## src/rgcu_pkg.sv

```systemverilog
// shared types and constants for the rotator goto command unit
// no dependencies; used by every module under src
`default_nettype none

package rgcu_pkg;

  localparam int unsigned QueueDepth = 4;

  localparam int unsigned AzW    = 9;
  localparam int unsigned ElW    = 8;
  localparam int unsigned HoldW  = 19;
  localparam int unsigned MsW    = 10;
  localparam int unsigned PaddrW = 5;

  // configuration register indexes
  localparam logic [2:0] RegFlip   = 3'd0;
  localparam logic [2:0] RegAzMs   = 3'd1;
  localparam logic [2:0] RegElMs   = 3'd2;
  localparam logic [2:0] RegSpare  = 3'd3;
  localparam logic [2:0] RegSettle = 3'd4;

  localparam logic [MsW-1:0] AzMsReset     = 10'd190;
  localparam logic [MsW-1:0] ElMsReset     = 10'd460;
  localparam logic [MsW-1:0] SpareReset    = 10'd300;
  localparam logic [MsW-1:0] SettleReset   = 10'd100;

  typedef enum logic [1:0] {
    REQ_MOVE   = 2'd0,
    REQ_TICK   = 2'd1,
    REQ_REPORT = 2'd2
  } req_type_e;

  typedef enum logic [1:0] {
    ST_SENT = 2'd0,
    ST_THERE = 2'd1,
    ST_BUSY = 2'd2
  } move_status_e;

  typedef struct packed {
    logic           flip;
    logic [MsW-1:0] az_ms;
    logic [MsW-1:0] el_ms;
    logic [MsW-1:0] spare;
    logic [MsW-1:0] settle;
  } cfg_t;

  // one answer to a move: status and, when sent, the new position
  typedef struct packed {
    move_status_e   status;
    logic [AzW-1:0] az;
    logic [ElW-1:0] el;
  } job_t;

endpackage

`default_nettype wire

```

## src/rgcu_queue.sv

```systemverilog
// short queue of move answers between the front and the back
// depends on rgcu_pkg
`default_nettype none

module rgcu_queue #(
  parameter int unsigned Depth = rgcu_pkg::QueueDepth
) (
  input  wire logic          clk_i,
  input  wire logic          rst_ni,
  input  wire logic          push_i,
  input  wire rgcu_pkg::job_t push_data_i,
  output      logic          full_o,
  input  wire logic          pop_i,
  output rgcu_pkg::job_t     pop_data_o,
  output      logic          empty_o
);

  localparam int unsigned PtrW = (Depth > 1) ? $clog2(Depth) : 1;
  localparam int unsigned CntW = $clog2(Depth + 1);
  localparam logic [PtrW-1:0] LastPtr = PtrW'(Depth - 1);
  localparam logic [CntW-1:0] FullCnt = CntW'(Depth);

  rgcu_pkg::job_t  mem_q [Depth];
  logic [PtrW-1:0] wr_ptr_q, wr_ptr_d;
  logic [PtrW-1:0] rd_ptr_q, rd_ptr_d;
  logic [CntW-1:0] cnt_q, cnt_d;
  logic            do_push, do_pop;

  assign full_o     = (cnt_q == FullCnt);
  assign empty_o    = (cnt_q == '0);
  assign pop_data_o = mem_q[rd_ptr_q];
  assign do_push    = push_i && !full_o;
  assign do_pop     = pop_i && !empty_o;

  always_comb begin
    wr_ptr_d = wr_ptr_q;
    rd_ptr_d = rd_ptr_q;
    cnt_d    = cnt_q;
    if (do_push) begin
      wr_ptr_d = (wr_ptr_q == LastPtr) ? '0 : wr_ptr_q + 1'b1;
    end
    if (do_pop) begin
      rd_ptr_d = (rd_ptr_q == LastPtr) ? '0 : rd_ptr_q + 1'b1;
    end
    if (do_push && !do_pop) begin
      cnt_d = cnt_q + 1'b1;
    end else if (do_pop && !do_push) begin
      cnt_d = cnt_q - 1'b1;
    end
  end

  always_ff @(posedge clk_i or negedge rst_ni) begin
    if (!rst_ni) begin
      wr_ptr_q <= '0;
      rd_ptr_q <= '0;
      cnt_q    <= '0;
    end else begin
      wr_ptr_q <= wr_ptr_d;
      rd_ptr_q <= rd_ptr_d;
      cnt_q    <= cnt_d;
    end
  end

  always_ff @(posedge clk_i) begin
    if (do_push) begin
      mem_q[wr_ptr_q] <= push_data_i;
    end
  end

endmodule

`default_nettype wire

```

## src/rgcu_front.sv

```systemverilog
// front part: takes requests, keeps position and hold-off timer, queues move answers
// depends on rgcu_pkg
`default_nettype none

module rgcu_front (
  input  wire logic          clk_i,
  input  wire logic          rst_ni,
  input  wire rgcu_pkg::cfg_t cfg_i,
  input  wire logic          in_valid_i,
  output      logic          in_ready_o,
  input  wire logic [1:0]    req_type_i,
  input  wire logic [10:0]   target_az_i,
  input  wire logic [9:0]    target_el_i,
  output      logic          push_o,
  output rgcu_pkg::job_t     push_data_o,
  input  wire logic          full_i
);

  localparam int unsigned AzW   = rgcu_pkg::AzW;
  localparam int unsigned ElW   = rgcu_pkg::ElW;
  localparam int unsigned HoldW = rgcu_pkg::HoldW;

  typedef enum logic [1:0] {
    PH_IDLE,
    PH_MUL,
    PH_SUM
  } phase_e;

  phase_e           phase_q, phase_d;
  logic [AzW-1:0]   pos_az_q, pos_az_d;
  logic [ElW-1:0]   pos_el_q, pos_el_d;
  logic [HoldW-1:0] hold_q, hold_d;
  logic [AzW-1:0]   daz_q, daz_d;
  logic [ElW-1:0]   del_q, del_d;
  logic [HoldW-1:0] taz_q, taz_d;
  logic [HoldW-1:0] tel_q, tel_d;

  logic             accept;
  logic signed [11:0] az_raw, el_raw, az_mv, el_mv;
  logic [AzW-1:0]   rep_az, new_az;
  logic [ElW-1:0]   rep_el, new_el;
  logic [HoldW-1:0] t_max;
  logic [HoldW:0]   hold_sum;

  function automatic logic [AzW-1:0] clip_az(input logic signed [11:0] v);
    if (v < 12'sd0) begin
      return '0;
    end else if (v > 12'sd360) begin
      return AzW'(360);
    end
    return v[AzW-1:0];
  endfunction

  function automatic logic [ElW-1:0] clip_el(input logic signed [11:0] v);
    if (v < 12'sd0) begin
      return '0;
    end else if (v > 12'sd180) begin
      return ElW'(180);
    end
    return v[ElW-1:0];
  endfunction

  assign in_ready_o = (phase_q == PH_IDLE) && !full_i;
  assign accept     = in_valid_i && in_ready_o;

  always_comb begin
    az_raw = {target_az_i[10], target_az_i};
    el_raw = {{2{target_el_i[9]}}, target_el_i};
    az_mv  = az_raw;
    el_mv  = el_raw;
    if (cfg_i.flip) begin
      el_mv = 12'sd180 - el_raw;
      az_mv = az_raw + 12'sd180;
      if (az_mv > 12'sd360) begin
        az_mv = az_mv - 12'sd360;
      end
    end
    rep_az = clip_az(az_raw);
    rep_el = clip_el(el_raw);
    new_az = clip_az(az_mv);
    new_el = clip_el(el_mv);
  end

  // slower axis time plus margins, wraps at the timer width
  assign t_max    = (taz_q > tel_q) ? taz_q : tel_q;
  assign hold_sum = {1'b0, t_max} + (HoldW + 1)'(cfg_i.spare) + (HoldW + 1)'(cfg_i.settle);

  always_comb begin
    phase_d     = phase_q;
    pos_az_d    = pos_az_q;
    pos_el_d    = pos_el_q;
    hold_d      = hold_q;
    daz_d       = daz_q;
    del_d       = del_q;
    taz_d       = taz_q;
    tel_d       = tel_q;
    push_o      = 1'b0;
    push_data_o.status = rgcu_pkg::ST_SENT;
    push_data_o.az     = new_az;
    push_data_o.el     = new_el;
    case (phase_q)
      PH_IDLE: begin
        if (accept) begin
          case (rgcu_pkg::req_type_e'(req_type_i))
            rgcu_pkg::REQ_TICK: begin
              if (hold_q != '0) begin
                hold_d = hold_q - 1'b1;
              end
            end
            rgcu_pkg::REQ_REPORT: begin
              pos_az_d = rep_az;
              pos_el_d = rep_el;
            end
            rgcu_pkg::REQ_MOVE: begin
              push_o = 1'b1;
              if (hold_q != '0) begin
                push_data_o.status = rgcu_pkg::ST_BUSY;
              end else if (new_az == pos_az_q && new_el == pos_el_q) begin
                push_data_o.status = rgcu_pkg::ST_THERE;
              end else begin
                pos_az_d = new_az;
                pos_el_d = new_el;
                daz_d    = (new_az > pos_az_q) ? new_az - pos_az_q : pos_az_q - new_az;
                del_d    = (new_el > pos_el_q) ? new_el - pos_el_q : pos_el_q - new_el;
                phase_d  = PH_MUL;
              end
            end
            default: begin
            end
          endcase
        end
      end
      PH_MUL: begin
        taz_d   = HoldW'(cfg_i.az_ms) * HoldW'(daz_q);
        tel_d   = HoldW'(cfg_i.el_ms) * HoldW'(del_q);
        phase_d = PH_SUM;
      end
      PH_SUM: begin
        hold_d  = hold_sum[HoldW-1:0];
        phase_d = PH_IDLE;
      end
      default: begin
        phase_d = PH_IDLE;
      end
    endcase
  end

  always_ff @(posedge clk_i or negedge rst_ni) begin
    if (!rst_ni) begin
      phase_q  <= PH_IDLE;
      pos_az_q <= '0;
      pos_el_q <= '0;
      hold_q   <= '0;
    end else begin
      phase_q  <= phase_d;
      pos_az_q <= pos_az_d;
      pos_el_q <= pos_el_d;
      hold_q   <= hold_d;
    end
  end

  always_ff @(posedge clk_i) begin
    daz_q <= daz_d;
    del_q <= del_d;
    taz_q <= taz_d;
    tel_q <= tel_d;
  end

endmodule

`default_nettype wire

```

## src/rgcu_back.sv

```systemverilog
// back part: turns queued move answers into status results and command bytes
// depends on rgcu_pkg
`default_nettype none

module rgcu_back (
  input  wire logic          clk_i,
  input  wire logic          rst_ni,
  input  wire rgcu_pkg::job_t job_i,
  input  wire logic          empty_i,
  output      logic          pop_o,
  output      logic          out_valid_o,
  input  wire logic          out_ready_i,
  output      logic [1:0]    move_status_o,
  output      logic [7:0]    cmd_byte_o,
  output      logic          last_of_run_o
);

  localparam logic [7:0] ChW     = 8'h57;
  localparam logic [7:0] ChSpace = 8'h20;
  localparam logic [7:0] ChCr    = 8'h0D;
  localparam logic [7:0] ChLf    = 8'h0A;
  localparam logic [7:0] ChZero  = 8'h30;
  localparam logic [3:0] LastIdx = 4'd9;

  typedef struct packed {
    logic [3:0] hun;
    logic [3:0] ten;
    logic [3:0] one;
  } digits_t;

  rgcu_pkg::job_t job_q, job_d;
  logic           busy_q, busy_d;
  logic [3:0]     idx_q, idx_d;
  logic           valid_q, valid_d;
  logic [1:0]     status_q, status_d;
  logic [7:0]     byte_q, byte_d;
  logic           last_q, last_d;

  logic           out_free, adv, last_now, load;
  digits_t        az_dig, el_dig;
  logic [7:0]     cur_byte;

  // values stay below 400: hundreds by compare, tens by reciprocal multiply
  function automatic digits_t to_digits(input logic [8:0] v);
    logic [8:0]  rem;
    logic [14:0] scaled;
    digits_t     d;
    if (v >= 9'd300) begin
      d.hun = 4'd3;
      rem   = v - 9'd300;
    end else if (v >= 9'd200) begin
      d.hun = 4'd2;
      rem   = v - 9'd200;
    end else if (v >= 9'd100) begin
      d.hun = 4'd1;
      rem   = v - 9'd100;
    end else begin
      d.hun = 4'd0;
      rem   = v;
    end
    scaled = 15'(rem[6:0]) * 15'd205;
    d.ten  = scaled[14:11];
    d.one  = 4'(rem[6:0] - 7'(d.ten) * 7'd10);
    return d;
  endfunction

  assign az_dig = to_digits(job_q.az);
  assign el_dig = to_digits({1'b0, job_q.el});

  always_comb begin
    case (idx_q)
      4'd0:    cur_byte = ChW;
      4'd1:    cur_byte = ChZero + 8'(az_dig.hun);
      4'd2:    cur_byte = ChZero + 8'(az_dig.ten);
      4'd3:    cur_byte = ChZero + 8'(az_dig.one);
      4'd4:    cur_byte = ChSpace;
      4'd5:    cur_byte = ChZero + 8'(el_dig.hun);
      4'd6:    cur_byte = ChZero + 8'(el_dig.ten);
      4'd7:    cur_byte = ChZero + 8'(el_dig.one);
      4'd8:    cur_byte = ChCr;
      4'd9:    cur_byte = ChLf;
      default: cur_byte = 8'h00;
    endcase
  end

  assign out_free = !valid_q || out_ready_i;
  assign adv      = busy_q && out_free;
  assign last_now = (job_q.status != rgcu_pkg::ST_SENT) || (idx_q == LastIdx);
  assign load     = (!busy_q || (adv && last_now)) && !empty_i;
  assign pop_o    = load;

  always_comb begin
    job_d    = job_q;
    busy_d   = busy_q;
    idx_d    = idx_q;
    valid_d  = valid_q;
    status_d = status_q;
    byte_d   = byte_q;
    last_d   = last_q;
    if (adv) begin
      valid_d  = 1'b1;
      status_d = job_q.status;
      byte_d   = (job_q.status == rgcu_pkg::ST_SENT) ? cur_byte : 8'h00;
      last_d   = last_now;
      idx_d    = idx_q + 1'b1;
      if (last_now) begin
        busy_d = 1'b0;
      end
    end else if (out_ready_i) begin
      valid_d = 1'b0;
    end
    if (load) begin
      job_d  = job_i;
      busy_d = 1'b1;
      idx_d  = '0;
    end
  end

  always_ff @(posedge clk_i or negedge rst_ni) begin
    if (!rst_ni) begin
      busy_q  <= 1'b0;
      idx_q   <= '0;
      valid_q <= 1'b0;
    end else begin
      busy_q  <= busy_d;
      idx_q   <= idx_d;
      valid_q <= valid_d;
    end
  end

  always_ff @(posedge clk_i) begin
    job_q    <= job_d;
    status_q <= status_d;
    byte_q   <= byte_d;
    last_q   <= last_d;
  end

  assign out_valid_o   = valid_q;
  assign move_status_o = status_q;
  assign cmd_byte_o    = byte_q;
  assign last_of_run_o = last_q;

endmodule

`default_nettype wire

```

## src/rotator_goto_command_unit.sv

```systemverilog
// top level of the rotator goto command unit: register file, front, queue, back
// depends on rgcu_pkg, rgcu_front, rgcu_queue and rgcu_back
`default_nettype none

// Takes move requests, millisecond ticks and position reports on the slave stream and
// answers each move on the master stream: either one status result (refused while the
// hold-off timer runs, or already at target) or the ten command bytes W aaa space eee CR LF.
// Ticks and position reports give no result. A move that is sent keeps the input stalled
// through the multiply and sum phases while the multiplier and adder load the hold-off
// timer. The back end gives one result per cycle while the master stream is ready, so a
// sent move occupies the output for ten command bytes; the queue of move answers between
// the two sides lets ticks and reports flow on while bytes drain, as long as it is not full.
module rotator_goto_command_unit #(
  parameter int unsigned QueueDepth = rgcu_pkg::QueueDepth  // 2 or more
) (
  input  wire logic        clk_i,
  input  wire logic        rst_ni,
  input  wire logic        s_axis_tvalid,
  output      logic        s_axis_tready,
  input  wire logic [23:0] s_axis_tdata,   // target_az [10:0], target_el [20:11], zero pad
  input  wire logic [1:0]  s_axis_tuser,   // req_type [1:0]
  output      logic        m_axis_tvalid,
  input  wire logic        m_axis_tready,
  output      logic [7:0]  m_axis_tdata,   // cmd_byte [7:0]
  output      logic [1:0]  m_axis_tuser,   // move_status [1:0]
  output      logic        m_axis_tlast,
  input  wire logic        psel,
  input  wire logic        penable,
  input  wire logic        pwrite,
  input  wire logic [rgcu_pkg::PaddrW-1:0] paddr,
  input  wire logic [31:0] pwdata,
  output      logic [31:0] prdata,
  output      logic        pready
);

  localparam int unsigned MsW = rgcu_pkg::MsW;

  rgcu_pkg::cfg_t cfg_q, cfg_d;
  rgcu_pkg::job_t push_data, pop_data;
  logic           push, pop, full, empty, cfg_wr;
  logic [2:0]     reg_idx;

  assign pready  = 1'b1;
  assign reg_idx = paddr[4:2];
  assign cfg_wr  = psel && penable && pwrite;

  always_comb begin
    cfg_d = cfg_q;
    if (cfg_wr) begin
      case (reg_idx)
        rgcu_pkg::RegFlip:   cfg_d.flip   = pwdata[0];
        rgcu_pkg::RegAzMs:   cfg_d.az_ms  = pwdata[MsW-1:0];
        rgcu_pkg::RegElMs:   cfg_d.el_ms  = pwdata[MsW-1:0];
        rgcu_pkg::RegSpare:  cfg_d.spare  = pwdata[MsW-1:0];
        rgcu_pkg::RegSettle: cfg_d.settle = pwdata[MsW-1:0];
        default: begin
        end
      endcase
    end
  end

  always_comb begin
    case (reg_idx)
      rgcu_pkg::RegFlip:   prdata = 32'(cfg_q.flip);
      rgcu_pkg::RegAzMs:   prdata = 32'(cfg_q.az_ms);
      rgcu_pkg::RegElMs:   prdata = 32'(cfg_q.el_ms);
      rgcu_pkg::RegSpare:  prdata = 32'(cfg_q.spare);
      rgcu_pkg::RegSettle: prdata = 32'(cfg_q.settle);
      default:             prdata = '0;
    endcase
  end

  always_ff @(posedge clk_i or negedge rst_ni) begin
    if (!rst_ni) begin
      cfg_q.flip   <= 1'b0;
      cfg_q.az_ms  <= rgcu_pkg::AzMsReset;
      cfg_q.el_ms  <= rgcu_pkg::ElMsReset;
      cfg_q.spare  <= rgcu_pkg::SpareReset;
      cfg_q.settle <= rgcu_pkg::SettleReset;
    end else begin
      cfg_q <= cfg_d;
    end
  end

  rgcu_front u_front (
    .clk_i       (clk_i),
    .rst_ni      (rst_ni),
    .cfg_i       (cfg_q),
    .in_valid_i  (s_axis_tvalid),
    .in_ready_o  (s_axis_tready),
    .req_type_i  (s_axis_tuser),
    .target_az_i (s_axis_tdata[10:0]),
    .target_el_i (s_axis_tdata[20:11]),
    .push_o      (push),
    .push_data_o (push_data),
    .full_i      (full)
  );

  rgcu_queue #(
    .Depth (QueueDepth)
  ) u_queue (
    .clk_i       (clk_i),
    .rst_ni      (rst_ni),
    .push_i      (push),
    .push_data_i (push_data),
    .full_o      (full),
    .pop_i       (pop),
    .pop_data_o  (pop_data),
    .empty_o     (empty)
  );

  rgcu_back u_back (
    .clk_i         (clk_i),
    .rst_ni        (rst_ni),
    .job_i         (pop_data),
    .empty_i       (empty),
    .pop_o         (pop),
    .out_valid_o   (m_axis_tvalid),
    .out_ready_i   (m_axis_tready),
    .move_status_o (m_axis_tuser),
    .cmd_byte_o    (m_axis_tdata),
    .last_of_run_o (m_axis_tlast)
  );

endmodule

`default_nettype wire
```

## config.mk

```make
export PLATFORM = sky130hd
export DESIGN_NAME = rotator_goto_command_unit
export DESIGN_NICKNAME = d
export VERILOG_FILES = /design/src/rgcu_pkg.sv /design/src/rgcu_queue.sv /design/src/rgcu_front.sv /design/src/rgcu_back.sv /design/src/rotator_goto_command_unit.sv
export SDC_FILE = /design/constraint.sdc
export NUM_CORES = 1
export LEC_CHECK = 0
export BUFFER_PORTS_ARGS = -buffer_cell sky130_fd_sc_hd__buf_2
export CAP_MARGIN = 5
export CORE_AREA = 2 2 299 301
export CTS_CLUSTER_DIAMETER = 60
export DETAILED_ROUTE_END_ITERATION = 10
export DIE_AREA = 0 0 301 303
export PLACE_DENSITY = 0.47
export REMOVE_ABC_BUFFERS = 1
export SYNTH_ARGS = -nofsm -noshare
export SYNTH_HDL_FRONTEND = slang
export SYNTH_SLANG_ARGS = --single-unit
```

## constraint.sdc

```tcl
create_clock -name clk_i -period 8.9 [get_ports clk_i]
set_input_delay 0.445 -clock clk_i [delete_from_list [all_inputs] [get_ports clk_i]]
set_output_delay 0.445 -clock clk_i [all_outputs]
set_load 0.02 [all_outputs]
```

Word level (Yosys, flattened, before mapping) --
Memories as Yosys holds them, arrays and structs flattened. A register that Yosys moved wholly into a read port is not among the register bits. Cells that the tools add are included.
Word-level totals: register bits 157, memory bits (writable) 76, input bits 70, output and inout port bits 46, logic and storage cells 229, memories kept 1
Memories:
- u_queue.mem_q | words 4, bits a word 19, rd ports 1, clocked after memory_dff 1, write ports 1, line rgcu_queue.sv:23 | rgcu_pkg::job_t mem_q [Depth];
Operators by class: add/subtract/negate cells 29, multipliers 6, order comparisons 18, equality and inequality tests 30, muxes and demuxes 76, bitwise operators 2, reductions and logical operators 45
Operators with widths (count):
- 9-bit two-way mux | 9
- 8-bit one-hot mux with 10 select lines | 1
- 19-bit two-way mux | 4
- 8-bit two-way mux | 9
- 10-bit one-hot mux with 5 select lines | 1
- 6-bit by 4-bit adder with 7-bit output (first input constant) | 6
- 7-bit two-way mux | 6
- 19-bit by 10-bit adder with 19-bit output | 2
- 19-bit one-hot mux with 2 select lines | 1
- 12-bit two-way mux | 3
- 7-bit by 8-bit multiplier with 15-bit output (second input constant) | 2
- 7-bit subtractor (second input constant) | 4
- 12-bit by 10-bit greater-than comparator with 1-bit output (second input constant) | 2
- 12-bit by 1-bit less-than comparator with 1-bit output (second input constant) | 2
- 4-bit two-way mux | 6
- 1-bit two-way mux | 21
- 2-bit two-way mux | 10
- 19-bit by 18-bit greater-than comparator with 1-bit output | 1
- 10-bit by 9-bit multiplier with 19-bit output | 1
- 19-bit nonzero test | 1
- 19-bit by 1-bit subtractor with 19-bit output (second input constant) | 1
- 10-bit by 8-bit multiplier with 18-bit output | 1
- 9-bit one-hot mux with 2 select lines | 1
- 9-bit subtractor | 2
- 51 further kinds | 109

Depth between registers and ports, before layout --
Gate-level depths: netlist of the first run.
word-level depth 15, mapped depth 32, gate-level depth less buffers 32

By module --
From an unflattened synthesis of the first run, not the netlist that was laid out.
Unflattened totals: cell total of the unflattened synthesis 2179, area, all modules 22261.4 µm²
Modules (own cells, without submodules):
- rgcu_front | instances 1, cells an instance 1504, area each 13090.1 µm², sequential area each 2572.5 µm²
- rgcu_back | instances 1, cells an instance 385, area each 3888.7 µm², sequential area each 1021.0 µm²
- rgcu_queue | instances 1, cells an instance 136, area each 3190.6 µm², sequential area each 2457.4 µm²
- rotator_goto_command_unit | instances 1, cells an instance 154, area each 2092.0 µm², sequential area each 1048.5 µm²

Worst setup path before layout of the first run --
Ideal clock, no wire load.
path type reg2reg, from register u_back.job_q[10] (netlist name), to register u_back.byte_q[3], in the netlist u_back.cmd_byte_o[3], data pin, setup time 0.262 ns, arrival time 6.158 ns, required time 8.638 ns, setup slack 2.479 ns, stages on the path, launching flop included 28, path buffers 0, clock period less this slack 6.421 ns, cell sequence edfxtp_1 -> ha_1 -> or3b_2 -> a21bo_2 -> a21boi_1 -> inv_1 -> mux2i_1 -> xnor2_1 -> inv_1 -> ha_1 -> fa_1 -> ha_1 -> inv_1 -> fa_1 -> inv_1 -> ha_1 -> nand4_1 -> nor4_1 -> mux2i_1 -> and2_1 -> xnor2_1 -> ha_1 -> inv_1 -> fa_1 -> xnor3_1 -> xnor2_1 -> nand2b_1 -> a21oi_1
On the way: longest elaborated chain between the ends 9, elaborated cells on any way between the ends 19, classes of those cells 7 x add/sub; 2 x mul; 3 x order compare; 7 x mux
Ends and longest elaborated chain:
- 9-bit by 7-bit greater-or-equal comparator with 1-bit output or 7-bit subtractor (tied branches) | line rgcu_back.sv:54, rgcu_back.sv:56
- 7-bit two-way mux | line rgcu_back.sv:54 | end else if (v >= 9'd100) begin
- 7-bit two-way mux | line rgcu_back.sv:51 | end else if (v >= 9'd200) begin
- 7-bit two-way mux | line rgcu_back.sv:48 | if (v >= 9'd300) begin
- 7-bit by 8-bit multiplier with 15-bit output | line rgcu_back.sv:61 | scaled = 15'(rem[6:0]) * 15'd205;
- 4-bit by 3-bit multiplier with 3-bit output | line rgcu_back.sv:63 | d.one = 4'(rem[6:0] - 7'(d.ten) * 7'd10);
- 4-bit subtractor | line rgcu_back.sv:63
- 6-bit by 4-bit adder with 7-bit output | line rgcu_back.sv:75 | 4'd3: cur_byte = ChZero + 8'(az_dig.one);
- 8-bit one-hot mux with 10 select lines * | line rgcu_back.sv:71 | case (idx_q)
- end signal: assignment | line rgcu_back.sv:134 | byte_q <= byte_d;
- end: declaration | line rgcu_back.sv:36 | logic [7:0] byte_q, byte_d;
Every way passes the cells marked *; elsewhere a longest branch is shown, timed or not. A chain may end at the register's enable or synchronous reset.

Final worst setup path of the first run --
from register u_back.job_q[10] (netlist name), to register u_back.byte_q[3], in the netlist u_back.cmd_byte_o[3], data pin
On the way: longest elaborated chain between the ends 9, elaborated cells on any way between the ends 19, classes of those cells 7 x add/sub; 2 x mul; 3 x order compare; 7 x mux
Ends and longest elaborated chain (line):
- 9-bit by 7-bit greater-or-equal comparator with 1-bit output or 7-bit subtractor (tied branches) | rgcu_back.sv:54, rgcu_back.sv:56
- 7-bit two-way mux | rgcu_back.sv:54
- 7-bit two-way mux | rgcu_back.sv:51
- 7-bit two-way mux | rgcu_back.sv:48
- 7-bit by 8-bit multiplier with 15-bit output | rgcu_back.sv:61
- 4-bit by 3-bit multiplier with 3-bit output | rgcu_back.sv:63
- 4-bit subtractor | rgcu_back.sv:63
- 6-bit by 4-bit adder with 7-bit output | rgcu_back.sv:75
- 8-bit one-hot mux with 10 select lines * | rgcu_back.sv:71
Marks and branches as above.

==> results of run 1 <==
## flip-flops by register name, summed over array words and instances, names as in the netlist
name / count
u_queue.mem_q: 76
cfg_q: 41
u_back.job_q: 19
u_front.hold_q: 19
u_front.taz_q: 19
u_front.tel_q: 18
u_front.daz_q: 9
u_front.pos_az_q: 9
u_front.del_q: 8
u_front.pos_el_q: 8
u_back.cmd_byte_o: 7
u_back.idx_q: 4
u_queue.cnt_q: 3
u_back.move_status_o: 2
u_front.phase_q: 2
u_queue.rd_ptr_q: 2
u_queue.wr_ptr_q: 2
u_back.busy_q: 1
u_back.last_of_run_o: 1
u_back.out_valid_o: 1
## cell type report
cell class / count / share of cell area
diodes: 1 / 0.000102
multi-input cells: 1570 / 0.546
clock buffers: 42 / 0.0377
flip-flops and latches: 251 / 0.290
clock inverters: 20 / 0.00812
repair buffers: 76 / 0.0170
well taps: 1165 / 0.0595
inverters: 272 / 0.0417
## layer usage
layer | share of wire | routed length, µm
met1 | 0.46 | 24900
met2 | 0.48 | 25800
met3 | 0.040 | 2180
met4 | 0.023 | 1220
met5 | 0 | 0
## through the flow
stage          cell area [µm²]  cells   util  hold slack, ns
2_1_floorplan            21500   2093      -           0.149
3_3_place_gp             23400   3333  0.266           0.464
5_1_grt                  24500   3396  0.279           0.164
6_report                 24500   3397  0.279           0.175
4_1_cts                  24500   3396  0.279           0.140
3_5_place_dp             23400   3333  0.266           0.472
## Yosys cell counts, types with 34 or more instances
master    number
xor2_1        34
o21ai_0      115
nor2_1        99
clkbuf_1      65
and2_1       100
a21oi_1       95
dfrtp_1       74
nand2_1      217
ha_1         235
edfxtp_1     159
inv_1        270
mux2_2        55
xnor2_1       76
fa_1         139
## worst max-delay path, delay by kind of cell (launching register included)
family | cells | cell delay, ns
compound gates | 3 | 0.71
flops | 1 | 0.52
xor+xnor | 4 | 1.07
mux | 2 | 0.30
fa+ha+maj | 8 | 2.74
simple gates | 5 | 1.21
buf+inv | 5 | 0.43
## final timing paths
| path | startpoint | cells past startpoint | slack, ns | end |
|---|---|---|---|---|
| setup / recovery | u_back.job_q[10] | 27 | 1.67 | u_back.cmd_byte_o[3] |
| hold / removal | pwdata[0] | 3 | 0.18 | cfg_q[0] |
| min in group asynchronous | rst_ni | 2 | 0.52 | u_queue.cnt_q[2] |
| hold reg to reg | u_front.pos_el_q[7] | 2 | 0.51 | u_front.pos_el_q[7] |
| max in group asynchronous | rst_ni | 3 | 7.13 | cfg_q[3] |
| setup reg to reg | u_back.job_q[10] | 27 | 1.67 | u_back.cmd_byte_o[3] |
## repair_timing
action                    in CTS  in global routing
hold endpoints to repair      31                  0
gates resized for setup        0                  0
hold buffers                   1                  0
## cells by family after synthesis
kind of cell	after synthesis	synth area share
DFF	251	0.324
adders and majority gates	374	0.261
muxes	97	0.0589
buffers and inverters	375	0.0693
and+or+nand+nor	579	0.130
xor gates and xnor gates	111	0.0450
AOI/OAI and AO/OA	385	0.111
other	2	0.000343
==> results.sh, run 1 <==
export IMPL_clock_latency_ns=0.55
export IMPL_die_height_um=303
export IMPL_fin_crit_sh=0.812
export IMPL_ff_latch_area_mm2=0.00710
export IMPL_grtUsageTotal=0.121
export IMPL_numCtsBuffers=34
export IMPL_finalClockSkew_ns=0.0348
export IMPL_synth_area_mm2=0.0219
export IMPL_grt_use_met2=0.208
export IMPL_antenna_found_initial=2
export IMPL_use_met3=0.0173
export IMPL_htree_num_levels=2
export IMPL_drtIter0Drc=629
export IMPL_drv_slew=0
export IMPL_ys_flop_type="edfxtp_1"
export IMPL_synth_edf_count=159
export IMPL_cpMaxStageDelayCell="edfxtp_1"
export IMPL_synth_avg_cell_area_um2=10.1
export IMPL_post_synth_num_cell_types=78
export IMPL_first_global_vias=16200
export IMPL_drtPass1Iterations=5
export IMPL_dp_hpwl_um=42400
export IMPL_cp_data_arrival_time_ns=7.50
export IMPL_fillers=9158
export IMPL_ys_seq_area_frac=0.324
export IMPL_synth_area_top_cells="edfxtp_1 (22%), ha_1 (13%), fa_1 (13%), dfrtp_1 (8.5%), inv_1 (4.6%)"
export IMPL_maxClockFrequency_mhz=138
export IMPL_hold_class="in -> reg"
export IMPL_synthCells=2174
export IMPL_grt_pass1_wl_um=88300
export IMPL_dieArea_mm2=0.0912
export IMPL_nNetsFinal=2649
export IMPL_initial_core_util=0.249
export IMPL_layout_cells_most_common="inv_1"
export IMPL_drtAntennaViolNets=0
export IMPL_wl_per_cell_um=15.9
export IMPL_crit_type="reg -> reg"
export IMPL_relSlewSlack=0.189
export IMPL_top_usage_layer="met2"
export IMPL_clkTransAtPathRegs_ns=0.06
export IMPL_tns_ns=0
export IMPL_hold_viol=0
export IMPL_crit_path_start_kind="register"
export IMPL_async_flop_share=0.367
export IMPL_rows=109
export IMPL_cp_end_kind="register"
export IMPL_die_w_um=301
export IMPL_max_stage_delay_ns=0.52
export IMPL_final_cell_mix="inv_1 (270), ha_1 (235), nand2_1 (217), edfxtp_1 (159), fa_1 (139)"
export IMPL_drive_above_1_share=0.113
export IMPL_cts_sinks=251
export IMPL_status="finished, final reports clean"
export IMPL_cp_max_fo=7
export IMPL_numPortBuffers=64
export IMPL_coreArea_mm2=0.0880
export IMPL_place_ws_ns=1.69
export IMPL_cts_tree="done"
export IMPL_gp_congestion=0.828
export IMPL_yosys_area_top_type="edfxtp_1"
export IMPL_clk_path_buf_depth=3
export IMPL_area_growth_pct=11.9
export IMPL_fin_ws_ns=1.67
export IMPL_post_cts_buffers=0
export IMPL_setup_viol=0
export IMPL_rsz0062_at_grt="false"
export IMPL_grt_start_max_net_pins=62
export IMPL_overflow=0
export IMPL_netlist_area_leader_share=0.218
export IMPL_multi_input_area_mm2=0.0134
export IMPL_required_ns=9.17
export IMPL_cts_root_buf="clkbuf_16"
export IMPL_yosysWarnings=0
export IMPL_synth_seq_cells=251
export IMPL_via_per_inst=4.57
export IMPL_route_detailed_drc=0
export IMPL_grt_use_met1=0.160
export IMPL_via_count=15500
export IMPL_fin_crit_ns=7.23
export IMPL_tightestPinTransition_ns=1.21
export IMPL_finalWirelength_um=54000
export IMPL_ios=116
export IMPL_drv_cap=0
Power of run 1 is left out: the tool's default activity adds up to more than one toggle a clock period on the data nets, which glitch-free logic cannot reach.
==> run 2, diff against run 1 <==
--- a/config.mk
+++ b/config.mk
@@ -11,7 +11,7 @@
 export CTS_CLUSTER_DIAMETER = 60
 export DETAILED_ROUTE_END_ITERATION = 10
 export DIE_AREA = 0 0 301 303
-export PLACE_DENSITY = 0.47
+export PLACE_DENSITY = 0.49
 export REMOVE_ABC_BUFFERS = 1
 export SYNTH_ARGS = -nofsm -noshare
 export SYNTH_HDL_FRONTEND = slang
==> constraint.sdc (replaced) <==
create_clock -name clk_i -period 6.55 [get_ports clk_i]
set_input_delay 0.3275 -clock clk_i [delete_from_list [all_inputs] [get_ports clk_i]]
set_output_delay 0.3275 -clock clk_i [all_outputs]
set_load 0.02 [all_outputs]
==> run 2 against run 1 <==
Compared with the run above: via count is 1.2% higher; design area increased by 2.4%; global-route usage shrank 0.081 points; clock-buffer cell count is 1 lower; worst hold slack got worse by 0.13 ns; setup slack got worse by 1.4 ns; die area is the same; first-iteration DRC count rose by 38%; cell count increased by 1.8%; critical path depth is 1 lower; register-to-register slack got worse by 1.4 ns; sequential cell count did not move; largest cell class unchanged.
==> results.sh, run 2 (synthesized netlist as in run 1, its figures left out) <==
export IMPL_status="finished, final reports clean"
export IMPL_via_per_inst=4.55
export IMPL_ff_latch_area_mm2=0.00710
export IMPL_whs_endpoint="cfg_q[32]"
export IMPL_regMostFlops="u_queue.mem_q"
export IMPL_grt_start_max_net_pins=61
export IMPL_clock_latency_ns=0.58
export IMPL_rows=109
export IMPL_drtAntennaViolNets=0
export IMPL_maxClockFrequency_mhz=159
export IMPL_fin_crit_sh=0.958
export IMPL_largest_register_ffs=76
export IMPL_fin_crit_ns=6.27
export IMPL_fillers=9132
export IMPL_fin_ws_ns=0.277
export IMPL_dp_hpwl_um=43100
export IMPL_nNetsFinal=2713
export IMPL_cts_root_buf="clkbuf_16"
export IMPL_grt_pass1_wl_um=88100
export IMPL_r2r_worst_path_cells=26
export IMPL_layout_cells_most_common="inv_1"
export IMPL_numPortBuffers=64
export IMPL_cts_tree="done"
export IMPL_cp_data_arrival_time_ns=6.57
export IMPL_hp_start="pwdata[2]"
export IMPL_area_growth_pct=14.5
export IMPL_place_ws_ns=-0.115
export IMPL_dieArea_mm2=0.0912
export IMPL_rsz0062_at_grt="true"
export IMPL_initial_core_util=0.249
export IMPL_numCtsBuffers=31
export IMPL_htree_num_levels=1
export IMPL_antenna_found_initial=2
export IMPL_die_w_um=301
export IMPL_first_global_vias=16300
export IMPL_finalClockSkew_ns=0.0340
export IMPL_overflow=0
export IMPL_clkTransAtPathRegs_ns=0.06
export IMPL_r2r_start="u_back.job_q[3]"
export IMPL_reg2reg_to="u_back.cmd_byte_o[3]"
export IMPL_coreArea_mm2=0.0880
export IMPL_via_count=15700
export IMPL_cts_sinks=251
export IMPL_wl_per_cell_um=15.8
export IMPL_finalWirelength_um=54600
export IMPL_required_ns=6.85
export IMPL_diodes=0
export IMPL_relSlewSlack=0.301
export IMPL_ios=116
export IMPL_final_cell_mix="inv_1 (266), ha_1 (230), nand2_1 (216), edfxtp_1 (159), fa_1 (138)"
export IMPL_drv_cap=0
export IMPL_route_detailed_drc=0
export IMPL_cp_max_fo=8
export IMPL_die_height_um=303
export IMPL_clk_path_buf_depth=3
export IMPL_crit_type="reg -> reg"
export IMPL_drv_slew=0
export IMPL_gp_congestion=0.842
export IMPL_multi_input_area_mm2=0.0136
export IMPL_reg_top3="u_queue.mem_q x76, cfg_q x41"
export IMPL_grtUsageTotal=0.120
export IMPL_cp_end_kind="register"
export IMPL_r2r_slack_ns=0.28
export IMPL_tightestPinTransition_ns=1.05
export IMPL_crit_path_start_kind="register"
export IMPL_drtIter0Drc=870
export IMPL_hold_class="in -> reg"
export IMPL_holdPathStages=2
export IMPL_setup_viol=0
export IMPL_drtPass1Iterations=5
export IMPL_hold_viol=0
export IMPL_drive_above_1_share=0.152
-- run 2: critical path, cell delays in order, from the launching register on --
cell	delay, ns
edfxtp_1	0.39
buf_4	0.17
or2_2	0.28
o311a_1	0.44
a22o_1	0.29
xor2_2	0.16
ha_1	0.31
inv_1	0.06
fa_1	0.51
inv_1	0.04
ha_1	0.31
fa_1	0.46
ha_1	0.32
a21o_1	0.16
a21oi_1	0.14
o21ai_0	0.12
a21o_1	0.19
nor2_1	0.12
xnor2_1	0.16
ha_2	0.20
inv_1	0.05
fa_2	0.35
xnor2_2	0.14
xnor2_1	0.14
xor2_1	0.17
a211oi_1	0.23
a21oi_1	0.10
-- run 2: what timing repair did --
| action | CTS | global route |
|---|---|---|
| resized for setup | 5 | 45 |
| pin swaps | 0 | 22 |
| buffers inserted | 0 | 8 |
| cloned | 0 | 0 |
| endpoints found under the hold margin | 32 | 0 |
| endpoints found under the setup margin | 1 | 3 |
| hold buffers | 1 | 0 |
-- run 2: how the worst max path moves through the flow --
stage / depth (start not counted) / start / slack (ns) / end
after floorplan: 20 / cfg_q[40] / 0.12 / u_front.del_q[7]
after global placement: 28 / u_back.job_q[12] / 0.01 / u_back.cmd_byte_o[3]
after detailed placement: 28 / u_back.job_q[12] / -0.12 / u_back.cmd_byte_o[3]
after CTS: 29 / u_back.job_q[12] / 0.01 / u_back.cmd_byte_o[3]
after global routing: 28 / u_back.job_q[16] / -0.07 / u_back.cmd_byte_o[2]
final: 26 / u_back.job_q[3] / 0.28 / u_back.cmd_byte_o[3]
-- run 2: routing by layer --
| layer | vias up | track usage | part of all wire |
|---|---|---|---|
| met5 | - | 0 | 0 |
| met4 | 0 | 0.0299 | 0.021 |
| met3 | 66 | 0.0122 | 0.030 |
| met2 | 242 | 0.204 | 0.47 |
| met1 | 7839 | 0.165 | 0.48 |
| li1 | 7580 | - | - |
-- run 2: final cells by class --
cell class / count / share of cell area
Clock buffer: 41 / 0.0344
Clock inverter: 17 / 0.00524
Inverter: 272 / 0.0407
Multi-Input combinational cell: 1570 / 0.541
Sequential cell: 251 / 0.283
Tap cell: 1165 / 0.0581
Timing Repair Buffer: 143 / 0.0373
-- run 2: through the flow --
step	cells	TNS, ns	instance area, µm²	util	hold slack, ns
global route	3459	-0.150	25100	0.285	0.0193
CTS	3451	0	24800	0.282	0.00977
floorplan	2093	0	21500	-	0.0319
detailed placement	3392	-0.115	23800	0.271	0.392
global placement	3392	0	23800	0.271	0.389
finish	3459	0	25100	0.285	0.0412
Power of run 2 is left out for the same reason.
==> run 3, diff against run 2 <==
--- a/config.mk
+++ b/config.mk
@@ -11,7 +11,9 @@
 export CTS_CLUSTER_DIAMETER = 60
 export DETAILED_ROUTE_END_ITERATION = 10
 export DIE_AREA = 0 0 301 303
+export HOLD_SLACK_MARGIN = 0.05
 export PLACE_DENSITY = 0.49
+export RECOVER_POWER = 50
 export REMOVE_ABC_BUFFERS = 1
 export SYNTH_ARGS = -nofsm -noshare
 export SYNTH_HDL_FRONTEND = slang
==> run 3 against run 2 <==
Compared with the run above: the run now ends with max-capacitance violations, max-slew violations left; sequential cell count did not move; non-clock buffer count rose by 9; first-iteration DRC count fell by 9.2%; core utilization barely moved; register-to-register slack barely moved; setup slack improved by 0.0089 ns; largest cell class unchanged.
==> results.sh, run 3 (synthesized netlist as in run 1, its figures left out) <==
export IMPL_fin_crit_sh=0.956
export IMPL_largest_register_ffs=76
export IMPL_clk_path_buf_depth=3
export IMPL_tightestPinTransition_ns=3.23
export IMPL_finalWirelength_um=54600
export IMPL_multi_input_area_mm2=0.0136
export IMPL_grt_use_met1=0.165
export IMPL_dp_hpwl_um=43100
export IMPL_drtPass1Iterations=5
export IMPL_regMostFlops="u_queue.mem_q"
export IMPL_fillers=9135
export IMPL_drv_slew=133
export IMPL_die_w_um=301
export IMPL_use_met3=0.0122
export IMPL_placement_cell_area_mm2=0.0238
export IMPL_grt_start_max_net_pins=61
export IMPL_drv_cap=3
export IMPL_grt_pass1_wl_um=88200
export IMPL_fin_area_mm2=0.0251
export IMPL_nNetsFinal=2722
export IMPL_numCtsBuffers=31
export IMPL_cp_data_arrival_time_ns=6.58
export IMPL_hold_viol=0
export IMPL_reg_top3="u_queue.mem_q x76, cfg_q x41"
export IMPL_grtUsageTotal=0.120
export IMPL_diodes=0
export IMPL_cp_end_kind="register"
export IMPL_clkTransAtPathRegs_ns=0.06
export IMPL_maxClockFrequency_mhz=160
export IMPL_cp_max_fo=3
export IMPL_dieArea_mm2=0.0912
export IMPL_rsz0062_at_grt="true"
export IMPL_violations="max-capacitance violations, max-slew violations"
export IMPL_numPortBuffers=64
export IMPL_ff_latch_area_mm2=0.00710
export IMPL_fin_crit_ns=6.26
export IMPL_cts_root_buf="clkbuf_16"
export IMPL_required_ns=6.86
export IMPL_cts_tree="done"
export IMPL_status="finished with violations"
export IMPL_setup_viol=0
export IMPL_path_common_cell="inv_1"
export IMPL_wl_per_cell_um=15.7
export IMPL_gp_congestion=0.842
export IMPL_cts_sinks=251
export IMPL_drtAntennaViolNets=0
export IMPL_tns_ns=0
export IMPL_layout_cells_most_common="inv_1"
export IMPL_route_detailed_drc=0
export IMPL_rows=109
export IMPL_crit_type="reg -> reg"
export IMPL_drtIter0Drc=790
export IMPL_cpMaxStageDelayCell="fa_1"
export IMPL_via_per_inst=4.53
export IMPL_coreArea_mm2=0.0880
export IMPL_initial_core_util=0.249
export IMPL_htree_num_levels=1
export IMPL_first_global_vias=16300
export IMPL_die_height_um=303
export IMPL_ios=116
export IMPL_via_count=15700
export IMPL_final_cell_mix="inv_1 (266), ha_1 (230), nand2_1 (216), edfxtp_1 (159), fa_1 (138)"
export IMPL_relSlewSlack=-1.15
export IMPL_overflow=0
export IMPL_grt_use_met2=0.204
export IMPL_top_usage_layer="met2"
export IMPL_clock_latency_ns=0.58
export IMPL_area_growth_pct=14.7
export IMPL_crit_path_start_kind="register"
export IMPL_finalClockSkew_ns=0.0343
export IMPL_max_stage_delay_ns=0.51
export IMPL_antenna_found_initial=2
export IMPL_drive_above_1_share=0.140
export IMPL_hold_class="in -> reg"
## run 3: cell types whose count changed in the layout (fill, tap and decap cells not counted)
cell           change
dlygate4sd3_1      +9
and2_0             +5
buf_4              -4
dfstp_1            +1
dfstp_2            -1
nor2b_1            +1
nor2b_4            -1
and2_1             -5
buf_2             -20
clkbuf_1          +24
## run 3: per-layer routing
metal,vias up,wire [µm]
met3,67,1710
met5,-,0
met4,0,1120
met2,245,25800
met1,7796,25900
li1,7600,-
## run 3: final cells by class
class,count,area share
repair buffers,152,0.0392
inverters,272,0.0406
clock inverters,17,0.00523
flip-flops and latches,251,0.283
clock buffers,41,0.0344
well taps,1165,0.0580
multi-input cells,1570,0.540
## run 3: worst paths after layout
check / startpoint / end / slack, ns / cells after the start
max: u_back.job_q[11] / u_back.cmd_byte_o[2] / 0.29 / 28
min: m_axis_tready / u_back.out_valid_o / 0.09 / 3
max reg2reg: u_back.job_q[11] / u_back.cmd_byte_o[2] / 0.29 / 28
min reg2reg: u_queue.cnt_q[2] / u_queue.cnt_q[2] / 0.52 / 1
max in group asynchronous: rst_ni / cfg_q[20] / 1.49 / 3
min in group asynchronous: rst_ni / u_front.pos_el_q[0] / 1.09 / 2
## run 3: timing repair
| item | CTS | global route |
|---|---|---|
| hold buffers | 10 | 0 |
| endpoints found under the setup margin | 1 | 3 |
| pin swaps | 0 | 22 |
| endpoints found under the hold margin | 67 | 0 |
| resized for setup | 5 | 45 |
| setup buffers | 0 | 8 |
| gates cloned | 0 | 0 |
## run 3: metrics by stage
step,hold slack (ns),cells,setup WS [ns],util
2_1_floorplan,0.0319,2093,0.119,-
6_report,0.0881,3468,0.286,0.286
5_1_grt,0.0728,3468,-0.0740,0.286
3_5_place_dp,0.392,3392,-0.115,0.271
4_1_cts,0.0507,3460,0.0129,0.283
3_3_place_gp,0.389,3392,0.0116,0.271
## run 3: critical path: cells and delay by family, from the launching register on
| kind | cells | cell delay [ns] |
|---|---|---|
| xor+xnor | 1 | 0.14 |
| fa+ha+maj | 8 | 2.77 |
| buf+inv | 5 | 0.42 |
| compound gates | 8 | 1.18 |
| flops | 1 | 0.40 |
| mux | 1 | 0.13 |
| simple gates | 5 | 1.00 |
Power of run 3 is left out for the same reason.
